$ cat src/design/tcge_pkg.sv
package tcge_pkg;

    // Window and credit width; the product, sum and counter widths follow from it.
    localparam int WINDOW_BITS = 32;

    localparam int DATA_W    = 32;
    localparam int MSS_W     = 16;
    localparam int CFG_IDX_W = 1;
    localparam int PROD_W    = WINDOW_BITS + MSS_W;
    localparam int SUM_W     = PROD_W + 1;
    localparam int CNT_W     = $clog2(WINDOW_BITS);

    localparam logic [WINDOW_BITS-1:0] WMAX = {WINDOW_BITS{1'b1}};

    // Configuration register indexes.
    localparam logic [CFG_IDX_W-1:0] CFG_MSS      = 1'b0;
    localparam logic [CFG_IDX_W-1:0] CFG_INIT_WIN = 1'b1;

    // Update actions.
    localparam logic ACT_SLOW_START = 1'b0;
    localparam logic ACT_AVOID      = 1'b1;

    localparam logic [MSS_W-1:0]  MSS_RESET      = 16'd536;
    localparam logic [DATA_W-1:0] INIT_WIN_RESET = 32'd1072;

    typedef struct packed {
        logic load_in;
        logic pre;
        logic div_init;
        logic div_step;
        logic mul;
        logic add;
        logic load_out;
    } tcge_cmd_t;

    typedef struct packed {
        logic action;
        logic need_div;
    } tcge_status_t;

    // Clamp a widened sum to the largest window value.
    function automatic logic [WINDOW_BITS-1:0] sat_win(input logic [SUM_W-1:0] s);
        logic [WINDOW_BITS-1:0] r;
        if (s > SUM_W'(WMAX))
        begin
            r = WMAX;
        end
        else
        begin
            r = s[WINDOW_BITS-1:0];
        end
        return r;
    endfunction

endpackage

$ cat src/design/tcge_ack_if.sv
interface tcge_ack_if;
    logic        valid;
    logic        ready;
    logic        action;
    logic [31:0] acked_bytes;
    logic [31:0] growth_divisor;
    logic        rto_recovery;

    modport source (output valid, output action, output acked_bytes,
                    output growth_divisor, output rto_recovery, input ready);
    modport sink   (input valid, input action, input acked_bytes,
                    input growth_divisor, input rto_recovery, output ready);
endinterface

$ cat src/design/tcge_cwnd_if.sv
interface tcge_cwnd_if;
    logic        valid;
    logic        ready;
    logic [31:0] congestion_window;

    modport source (output valid, output congestion_window, input ready);
    modport sink   (input valid, input congestion_window, output ready);
endinterface

$ cat src/design/tcge_ctrl.sv
module tcge_ctrl (
    input  logic                  clk,
    input  logic                  rst_n,
    input  logic                  in_valid,
    output logic                  in_ready,
    output logic                  out_valid,
    input  logic                  out_ready,
    input  tcge_pkg::tcge_status_t status,
    output tcge_pkg::tcge_cmd_t   cmd
);
    import tcge_pkg::*;

    typedef enum logic [2:0] {
        S_IDLE,
        S_PRE,
        S_CHK,
        S_DIV,
        S_MUL,
        S_ADD,
        S_FIN
    } state_t;

    state_t           state_reg, state_next;
    logic [CNT_W-1:0] cnt_reg, cnt_next;
    logic             out_valid_reg, out_valid_next;
    logic             out_free;

    assign in_ready  = (state_reg == S_IDLE);
    assign out_valid = out_valid_reg;
    assign out_free  = !out_valid_reg || out_ready;

    always_comb
    begin
        state_next     = state_reg;
        cnt_next       = cnt_reg;
        out_valid_next = out_valid_reg && !out_ready;
        cmd            = '0;
        unique case (state_reg)
            S_IDLE:
            begin
                if (in_valid)
                begin
                    cmd.load_in = 1'b1;
                    state_next  = S_PRE;
                end
            end
            S_PRE:
            begin
                cmd.pre    = 1'b1;
                state_next = (status.action == ACT_AVOID) ? S_CHK : S_FIN;
            end
            S_CHK:
            begin
                if (status.need_div)
                begin
                    cmd.div_init = 1'b1;
                    cnt_next     = CNT_W'(WINDOW_BITS - 1);
                    state_next   = S_DIV;
                end
                else
                begin
                    state_next = S_FIN;
                end
            end
            S_DIV:
            begin
                cmd.div_step = 1'b1;
                cnt_next     = cnt_reg - CNT_W'(1);
                if (cnt_reg == '0)
                begin
                    state_next = S_MUL;
                end
            end
            S_MUL:
            begin
                cmd.mul    = 1'b1;
                state_next = S_ADD;
            end
            S_ADD:
            begin
                cmd.add    = 1'b1;
                state_next = S_FIN;
            end
            S_FIN:
            begin
                if (out_free)
                begin
                    cmd.load_out   = 1'b1;
                    out_valid_next = 1'b1;
                    state_next     = S_IDLE;
                end
            end
            default:
            begin
                state_next = S_IDLE;
            end
        endcase
    end

    always_ff @(posedge clk or negedge rst_n)
    begin
        if (!rst_n)
        begin
            state_reg     <= S_IDLE;
            cnt_reg       <= '0;
            out_valid_reg <= 1'b0;
        end
        else
        begin
            state_reg     <= state_next;
            cnt_reg       <= cnt_next;
            out_valid_reg <= out_valid_next;
        end
    end

    // A second word is never taken while one is in work.
    a_no_overlap: assert property (@(posedge clk) disable iff (!rst_n)
        in_valid && in_ready |=> !in_ready)
        else $error("input taken while busy");

    // An untaken result is never overwritten.
    a_no_overwrite: assert property (@(posedge clk) disable iff (!rst_n)
        cmd.load_out |-> !out_valid_reg || out_ready)
        else $error("result overwritten");

    // The divider always starts with the full iteration count.
    a_div_start: assert property (@(posedge clk) disable iff (!rst_n)
        state_reg == S_CHK && status.need_div |=>
            state_reg == S_DIV && cnt_reg == CNT_W'(WINDOW_BITS - 1))
        else $error("divider started with wrong count");

    // The last division step hands over to the multiply.
    a_div_end: assert property (@(posedge clk) disable iff (!rst_n)
        state_reg == S_DIV && cnt_reg == '0 |=> state_reg == S_MUL)
        else $error("divider did not finish");

endmodule

$ cat src/design/tcge_datapath.sv
module tcge_datapath (
    input  logic                            clk,
    input  logic                            rst_n,
    input  logic                            cfg_wr_en,
    input  logic [tcge_pkg::CFG_IDX_W-1:0]  cfg_index,
    input  logic [tcge_pkg::DATA_W-1:0]     cfg_wdata,
    input  logic                            action,
    input  logic [tcge_pkg::DATA_W-1:0]     acked_bytes,
    input  logic [tcge_pkg::DATA_W-1:0]     growth_divisor,
    input  logic                            rto_recovery,
    input  tcge_pkg::tcge_cmd_t             cmd,
    output tcge_pkg::tcge_status_t          status,
    output logic [tcge_pkg::DATA_W-1:0]     congestion_window
);
    import tcge_pkg::*;

    logic [MSS_W-1:0]       mss_reg;
    logic [WINDOW_BITS-1:0] window_reg, window_next;
    logic [WINDOW_BITS-1:0] credit_reg, credit_next;

    logic                   action_reg;
    logic                   rto_reg;
    logic [DATA_W-1:0]      acked_reg;
    logic [DATA_W-1:0]      div_reg;

    logic [DATA_W-1:0]      rem_reg, rem_next;
    logic [WINDOW_BITS-1:0] quo_reg, quo_next;
    logic [PROD_W-1:0]      prod_reg;
    logic [DATA_W-1:0]      out_data_reg;

    logic                   credit_full;
    logic [MSS_W:0]         ss_cap;
    logic [MSS_W:0]         ss_add;
    logic [WINDOW_BITS-1:0] credit_base;
    logic [DATA_W:0]        trial;
    logic                   trial_ge;

    assign credit_full     = DATA_W'(credit_reg) >= div_reg;
    assign status.action   = action_reg;
    assign status.need_div = credit_full;
    assign congestion_window = out_data_reg;

    // Slow start growth is capped at one or two segments.
    assign ss_cap = rto_reg ? {1'b0, mss_reg} : {mss_reg, 1'b0};
    assign ss_add = (acked_reg < DATA_W'(ss_cap)) ? acked_reg[MSS_W:0] : ss_cap;

    assign credit_base = credit_full ? '0 : credit_reg;

    // One restoring division step per cycle; the credit is the dividend.
    assign trial    = {rem_reg, quo_reg[WINDOW_BITS-1]};
    assign trial_ge = trial >= {1'b0, div_reg};

    always_comb
    begin
        window_next = window_reg;
        credit_next = credit_reg;
        rem_next    = rem_reg;
        quo_next    = quo_reg;
        if (cmd.pre)
        begin
            if (action_reg == ACT_SLOW_START)
            begin
                window_next = sat_win(SUM_W'(window_reg) + SUM_W'(ss_add));
            end
            else
            begin
                if (credit_full)
                begin
                    window_next = sat_win(SUM_W'(window_reg) + SUM_W'(mss_reg));
                end
                credit_next = sat_win(SUM_W'(credit_base) + SUM_W'(acked_reg));
            end
        end
        if (cmd.div_init)
        begin
            rem_next = '0;
            quo_next = credit_reg;
        end
        if (cmd.div_step)
        begin
            rem_next = trial_ge ? DATA_W'(trial - {1'b0, div_reg}) : trial[DATA_W-1:0];
            quo_next = {quo_reg[WINDOW_BITS-2:0], trial_ge};
        end
        if (cmd.add)
        begin
            window_next = sat_win(SUM_W'(window_reg) + SUM_W'(prod_reg));
            credit_next = rem_reg[WINDOW_BITS-1:0];
        end
    end

    always_ff @(posedge clk or negedge rst_n)
    begin
        if (!rst_n)
        begin
            mss_reg      <= MSS_RESET;
            window_reg   <= sat_win(SUM_W'(INIT_WIN_RESET));
            credit_reg   <= '0;
        end
        else if (cfg_wr_en && cfg_index == CFG_INIT_WIN)
        begin
            window_reg   <= sat_win(SUM_W'(cfg_wdata));
            credit_reg   <= '0;
        end
        else
        begin
            if (cfg_wr_en && cfg_index == CFG_MSS)
            begin
                mss_reg <= cfg_wdata[MSS_W-1:0];
            end
            window_reg <= window_next;
            credit_reg <= credit_next;
        end
    end

    always_ff @(posedge clk)
    begin
        if (cmd.load_in)
        begin
            action_reg <= action;
            rto_reg    <= rto_recovery;
            acked_reg  <= acked_bytes;
            div_reg    <= (growth_divisor == '0) ? DATA_W'(1) : growth_divisor;
        end
        rem_reg <= rem_next;
        quo_reg <= quo_next;
        if (cmd.mul)
        begin
            prod_reg <= PROD_W'(quo_reg) * PROD_W'(mss_reg);
        end
        if (cmd.load_out)
        begin
            out_data_reg <= DATA_W'(window_reg);
        end
    end

endmodule

$ cat src/design/tcp_cwnd_growth_engine_top.sv
// Slow start runs the load and slow start steps; congestion avoidance adds a credit check and, when the
// credit holds at least one divisor, the 32-step restoring division, a multiply and a window add.
// A new ACK word is taken only after the last one's window word is loaded into the output register.
// The output register holds a finished word, so a new ACK word is taken while it waits.
// Reset (async, active low) loads MSS 536, window 1072 and zero credit.
module tcp_cwnd_growth_engine_top (
    input  logic                           clk,
    input  logic                           rst_n,
    input  logic                           cfg_wr_en,
    input  logic [tcge_pkg::CFG_IDX_W-1:0] cfg_index,
    input  logic [tcge_pkg::DATA_W-1:0]    cfg_wdata,
    tcge_ack_if.sink                       ack,
    tcge_cwnd_if.source                    cwnd
);
    import tcge_pkg::*;

    tcge_cmd_t    cmd;
    tcge_status_t status;

    // The controller sequences one ACK word at a time: a load cycle, the
    // slow start or first avoidance step, for avoidance a credit check and,
    // when the credit holds at least one divisor, a bit-per-cycle division, a
    // multiply of the quotient by the MSS and a saturating window add, then the output load.
    tcge_ctrl u_ctrl (
        .clk       (clk),
        .rst_n     (rst_n),
        .in_valid  (ack.valid),
        .in_ready  (ack.ready),
        .out_valid (cwnd.valid),
        .out_ready (cwnd.ready),
        .status    (status),
        .cmd       (cmd)
    );

    // The datapath holds the configuration, the window and credit state, the
    // latched ACK fields, the divider and product registers and the output word register.
    tcge_datapath u_datapath (
        .clk               (clk),
        .rst_n             (rst_n),
        .cfg_wr_en         (cfg_wr_en),
        .cfg_index         (cfg_index),
        .cfg_wdata         (cfg_wdata),
        .action            (ack.action),
        .acked_bytes       (ack.acked_bytes),
        .growth_divisor    (ack.growth_divisor),
        .rto_recovery      (ack.rto_recovery),
        .cmd               (cmd),
        .status            (status),
        .congestion_window (cwnd.congestion_window)
    );

endmodule
$ cat src/flat_wrapper.sv
// flat-port wrapper written by rule: the top's interface ports become plain ports
module tcp_cwnd_growth_engine_top_flat import tcge_pkg::*;
  (clk, rst_n, cfg_wr_en, cfg_index, cfg_wdata, ack_valid, ack_action, ack_acked_bytes, ack_growth_divisor, ack_rto_recovery, ack_ready, cwnd_valid, cwnd_congestion_window, cwnd_ready);
  tcge_ack_if ack_i ();
  tcge_cwnd_if cwnd_i ();
  input  logic clk;
  input  logic rst_n;
  input  logic cfg_wr_en;
  input  logic [tcge_pkg::CFG_IDX_W-1:0] cfg_index;
  input  logic [tcge_pkg::DATA_W-1:0] cfg_wdata;
  input wire logic [$bits(ack_i.valid)-1:0] ack_valid;
  input wire logic [$bits(ack_i.action)-1:0] ack_action;
  input wire logic [$bits(ack_i.acked_bytes)-1:0] ack_acked_bytes;
  input wire logic [$bits(ack_i.growth_divisor)-1:0] ack_growth_divisor;
  input wire logic [$bits(ack_i.rto_recovery)-1:0] ack_rto_recovery;
  output wire logic [$bits(ack_i.ready)-1:0] ack_ready;
  output wire logic [$bits(cwnd_i.valid)-1:0] cwnd_valid;
  output wire logic [$bits(cwnd_i.congestion_window)-1:0] cwnd_congestion_window;
  input wire logic [$bits(cwnd_i.ready)-1:0] cwnd_ready;
  assign ack_i.valid = ack_valid;
  assign ack_i.action = ack_action;
  assign ack_i.acked_bytes = ack_acked_bytes;
  assign ack_i.growth_divisor = ack_growth_divisor;
  assign ack_i.rto_recovery = ack_rto_recovery;
  assign ack_ready = ack_i.ready;
  assign cwnd_valid = cwnd_i.valid;
  assign cwnd_congestion_window = cwnd_i.congestion_window;
  assign cwnd_i.ready = cwnd_ready;
  tcp_cwnd_growth_engine_top u_core (.clk(clk), .rst_n(rst_n), .cfg_wr_en(cfg_wr_en), .cfg_index(cfg_index), .cfg_wdata(cfg_wdata), .ack(ack_i), .cwnd(cwnd_i));
endmodule
$ cat config.mk
export PLATFORM = sky130hd
export DESIGN_NAME = tcp_cwnd_growth_engine_top_flat
export DESIGN_NICKNAME = d
export VERILOG_FILES = /design/src/design/tcge_pkg.sv /design/src/design/tcge_ack_if.sv /design/src/design/tcge_cwnd_if.sv /design/src/design/tcge_ctrl.sv /design/src/design/tcge_datapath.sv /design/src/design/tcp_cwnd_growth_engine_top.sv /design/src/flat_wrapper.sv
export SDC_FILE = /design/constraint.sdc
export NUM_CORES = 2
export LEC_CHECK = 0
export BUFFER_PORTS_ARGS = -buffer_cell sky130_fd_sc_hd__buf_2
export CORE_MARGIN = 2
export CORE_UTILIZATION = 23
export CTS_CLUSTER_SIZE = 25
export DETAILED_ROUTE_END_ITERATION = 10
export PLACE_DENSITY = 0.49
export SLEW_MARGIN = 0
export SYNTH_ARGS = -nofsm -noshare
export SYNTH_HDL_FRONTEND = slang
export SYNTH_SLANG_ARGS = --single-unit
$ cat constraint.sdc
create_clock -name clk -period 7.75 [get_ports clk]
set_input_delay 0.775 -clock clk [delete_from_list [all_inputs] [get_ports clk]]
set_output_delay 0.775 -clock clk [all_outputs]
set_load 0.1 [all_outputs]
==> run summary <==
Synth Flop Type -> edfxtp_1
TritonCTS Buffers -> 38
Chip width -> 403.0 um
Area growth, synth to finish -> 12.11%
Rel. slew slack -> 0.2537
Cell with the largest stage delay on the worst path -> dfstp_2
Worst slew pin tran -> 1.115 ns
TritonRoute pass-1 iters -> 6
Clock Latency Late Sink -> 0.58 ns
Via/cell ratio -> 4.712
Final setup viols -> 0
Reg-to-reg startpoint -> u_core.u_datapath.mss_reg[4]
Fillcell total -> 17,040
Nets -> 4,927
Clock-pin slew on the worst setup and hold paths -> 0.06 ns
Max Clk Rate -> 0.1350 GHz
Status -> finished clean
Critical path arrival -> 7.71 ns
Largest net degree at the start of global routing -> 67
Gate count of the mapped netlist -> 4,056
Unique masters post-synth -> 87
1st-iter DRT viols -> 2,188
Post-CTS Hold Fix Bufs -> 0
Clk_skew -> 0.02706 ns
Number of enable flip-flop cells after synthesis -> 210
Average wire per standard cell -> 18.93 um
WL final -> 117.4 mm
Die Height -> 403.0 um
Via Count -> 29,230
# rows -> 146
Vias in the first global route -> 29,560
Crit path from -> u_core.u_datapath.mss_reg[4]
CTS Sinks -> 299
Worst path bufs/invs -> 4
Critical path cell sequence -> buf_4 > nand2_1 > fa_1 > inv_1 > fa_1 > inv_1 > fa_1 > inv_1 > fa_1 > fa_1 > fa_1 > ha_1 > and3_1 > a211oi_1 > o21ai_0 > a211oi_1 > nor4_1 > nor2_1 > a311oi_1 > or4_1 > a31o_2 > a21oi_1 > xnor2_1
Port Buffer Count -> 137
Syn. warnings -> 0
Critical Path RT -> 8.06 ns
Post-synthesis cell area -> 0.03662 sq mm
Total negative slack -> 0 ns
Critical path type -> flip-flop to flip-flop
Die area -> 0.1624 sq mm
Final HPWL DP -> 94.47 mm
First-pass GRT wire length -> 181.8 mm
Largest stage delay on the critical path -> 0.60 ns
DRC Markers -> 0
CP Capture Type -> flip-flop
Root Driver -> clkbuf_16
Layout cells sized above 1 -> 0.08717
Core box area -> 0.1582 sq mm
Area leader, netlist -> fa_1
CP most frequent cell -> fa_1
Sequential share of the synthesized area -> 0.2332
Hold Crit Class -> primary input to asynchronous set/reset pin
Initial antenna violation count -> 1
Largest cells by area after synthesis -> fa_1, edfxtp_1, ha_1, nand2_1, dfrtp_1
Syn nets -> 4,882
Largest fanout on the critical path -> 19
CTS tree -> done
Longest Clk Path Bufs -> 3
Antenna Nets Post-Route -> 0
Yosys top cell area share -> 0.2312
Util after Layout -> 0.2596
Mapped Avg Cell Area -> 9.030 sq um
Yosys reg bits -> 299
GRT Resource Usage Total -> 0.1438
RD Place Congestion -> 0.8987
Max reg flops -> 48
# H-tree levels -> 2
Commonest cells after routing, fill and taps aside -> nand2_1, inv_1, fa_1
I/O pin count -> 138
Tcrit/Tclk final -> 0.9555
Final Max Tran Viols -> 0
Hold Fails Final Rpt -> 0
Asr flop ratio synth -> 0.2977
Unrepaired setup endpoints after global routing -> false
Startpoint Class -> flip-flop
Initial Utilization -> 0.2315
Post-layout minimum cycle time -> 7.405 ns
Delay-heaviest family, CP -> adder cells
Number of antenna diodes -> 0
Commonest non-fill, non-tap cell in the layout -> nand2_1
Max Cap Viol -> 0
Total gr overflow -> 0
==> Yosys cell counts (6+ instances only) <==
cell,count
dfrtp_1,83
mux2_2,18
a211oi_1,29
nand2_1,640
ha_1,299
buf_6,7
nand4_1,35
o221ai_1,34
or3_1,14
nand3_1,57
inv_1,483
and2_1,178
and3_1,49
dfstp_2,6
a221oi_1,16
a221o_1,6
nor3_1,35
a31oi_1,40
fa_1,423
nor2b_1,27
o41ai_1,10
mux2i_1,27
nor4_1,14
a31o_2,8
and4_1,7
nand2b_1,27
a21boi_0,10
xor2_1,61
o22ai_1,8
nor2_1,230
a211o_1,13
or4_1,7
xnor2_1,106
buf_2,10
a21o_1,64
o21a_1,30
a21oi_1,230
o211ai_1,14
clkbuf_1,201
o21bai_1,23
edfxtp_1,210
o21ai_0,157
o31ai_1,14
==> what timing repair did <==
action,CTS,global route
buffers inserted,0,2
endpoints found under the setup margin,0,2
resized for setup,0,1
==> metal layers <==
| layer | track usage | wire length (um) |
|---|---|---|
| met5 | 0 | 28 |
| met4 | 0.02497 | 1787 |
| met3 | 0.02375 | 7689 |
| met2 | 0.2169 | 49610 |
| met1 | 0.2159 | 58310 |
==> layout make-up <==
| type | instances | area (sq um) | area share |
|---|---|---|---|
| multi-input combinational | 3050 | 25400 | 0.6186 |
| sequential | 299 | 8541 | 0.2080 |
| tap | 2072 | 2592 | 0.06314 |
| inverter | 483 | 1813 | 0.04415 |
| timing repair buffer | 229 | 1391 | 0.03388 |
| clock buffer | 48 | 1050 | 0.02557 |
| clock inverter | 21 | 271.5 | 0.006612 |
==> stage by stage <==
step | hold slack (ns) | setup slack [ns] | std cells | cell area (sq um)
2_1_floorplan | 0.4512 | 0.6136 | 4056 | 36620
3_3_place_gp | 0.4991 | 0.3955 | 6131 | 39720
3_5_place_dp | 0.4844 | 0.2878 | 6131 | 39720
4_1_cts | 0.2548 | 0.2488 | 6200 | 41040
5_1_grt | 0.2845 | 0.05067 | 6202 | 41060
6_report | 0.2756 | 0.3451 | 6202 | 41060
==> final timing paths <==
path,to,slack (ns),cells past startpoint
max,u_core.u_datapath.prod_reg[46],0.35,23
min,u_core.u_datapath.window_reg[17],0.28,1
max reg2reg,u_core.u_datapath.prod_reg[46],0.35,23
min reg2reg,u_core.u_datapath.credit_reg[0],0.50,2
max in group asynchronous,u_core.u_datapath.credit_reg[25],6.23,2
min in group clk,u_core.u_datapath.action_reg,0.37,1
==> cells by family after synthesis <==
logic type | Yosys count | share of synthesized area
adder cells (fa/ha/maj) | 722 | 0.3334
AND/OR/NAND/NOR | 1346 | 0.1696
buffers and inverters | 707 | 0.07441
flip-flops | 299 | 0.2332
multiplexers | 45 | 0.01291
XOR/XNOR | 167 | 0.03994
AO/OA/AOI/OAI | 770 | 0.1366
Power is left out: the tool's default activity adds up to more than one toggle a clock period on the data nets, which glitch-free logic cannot reach.
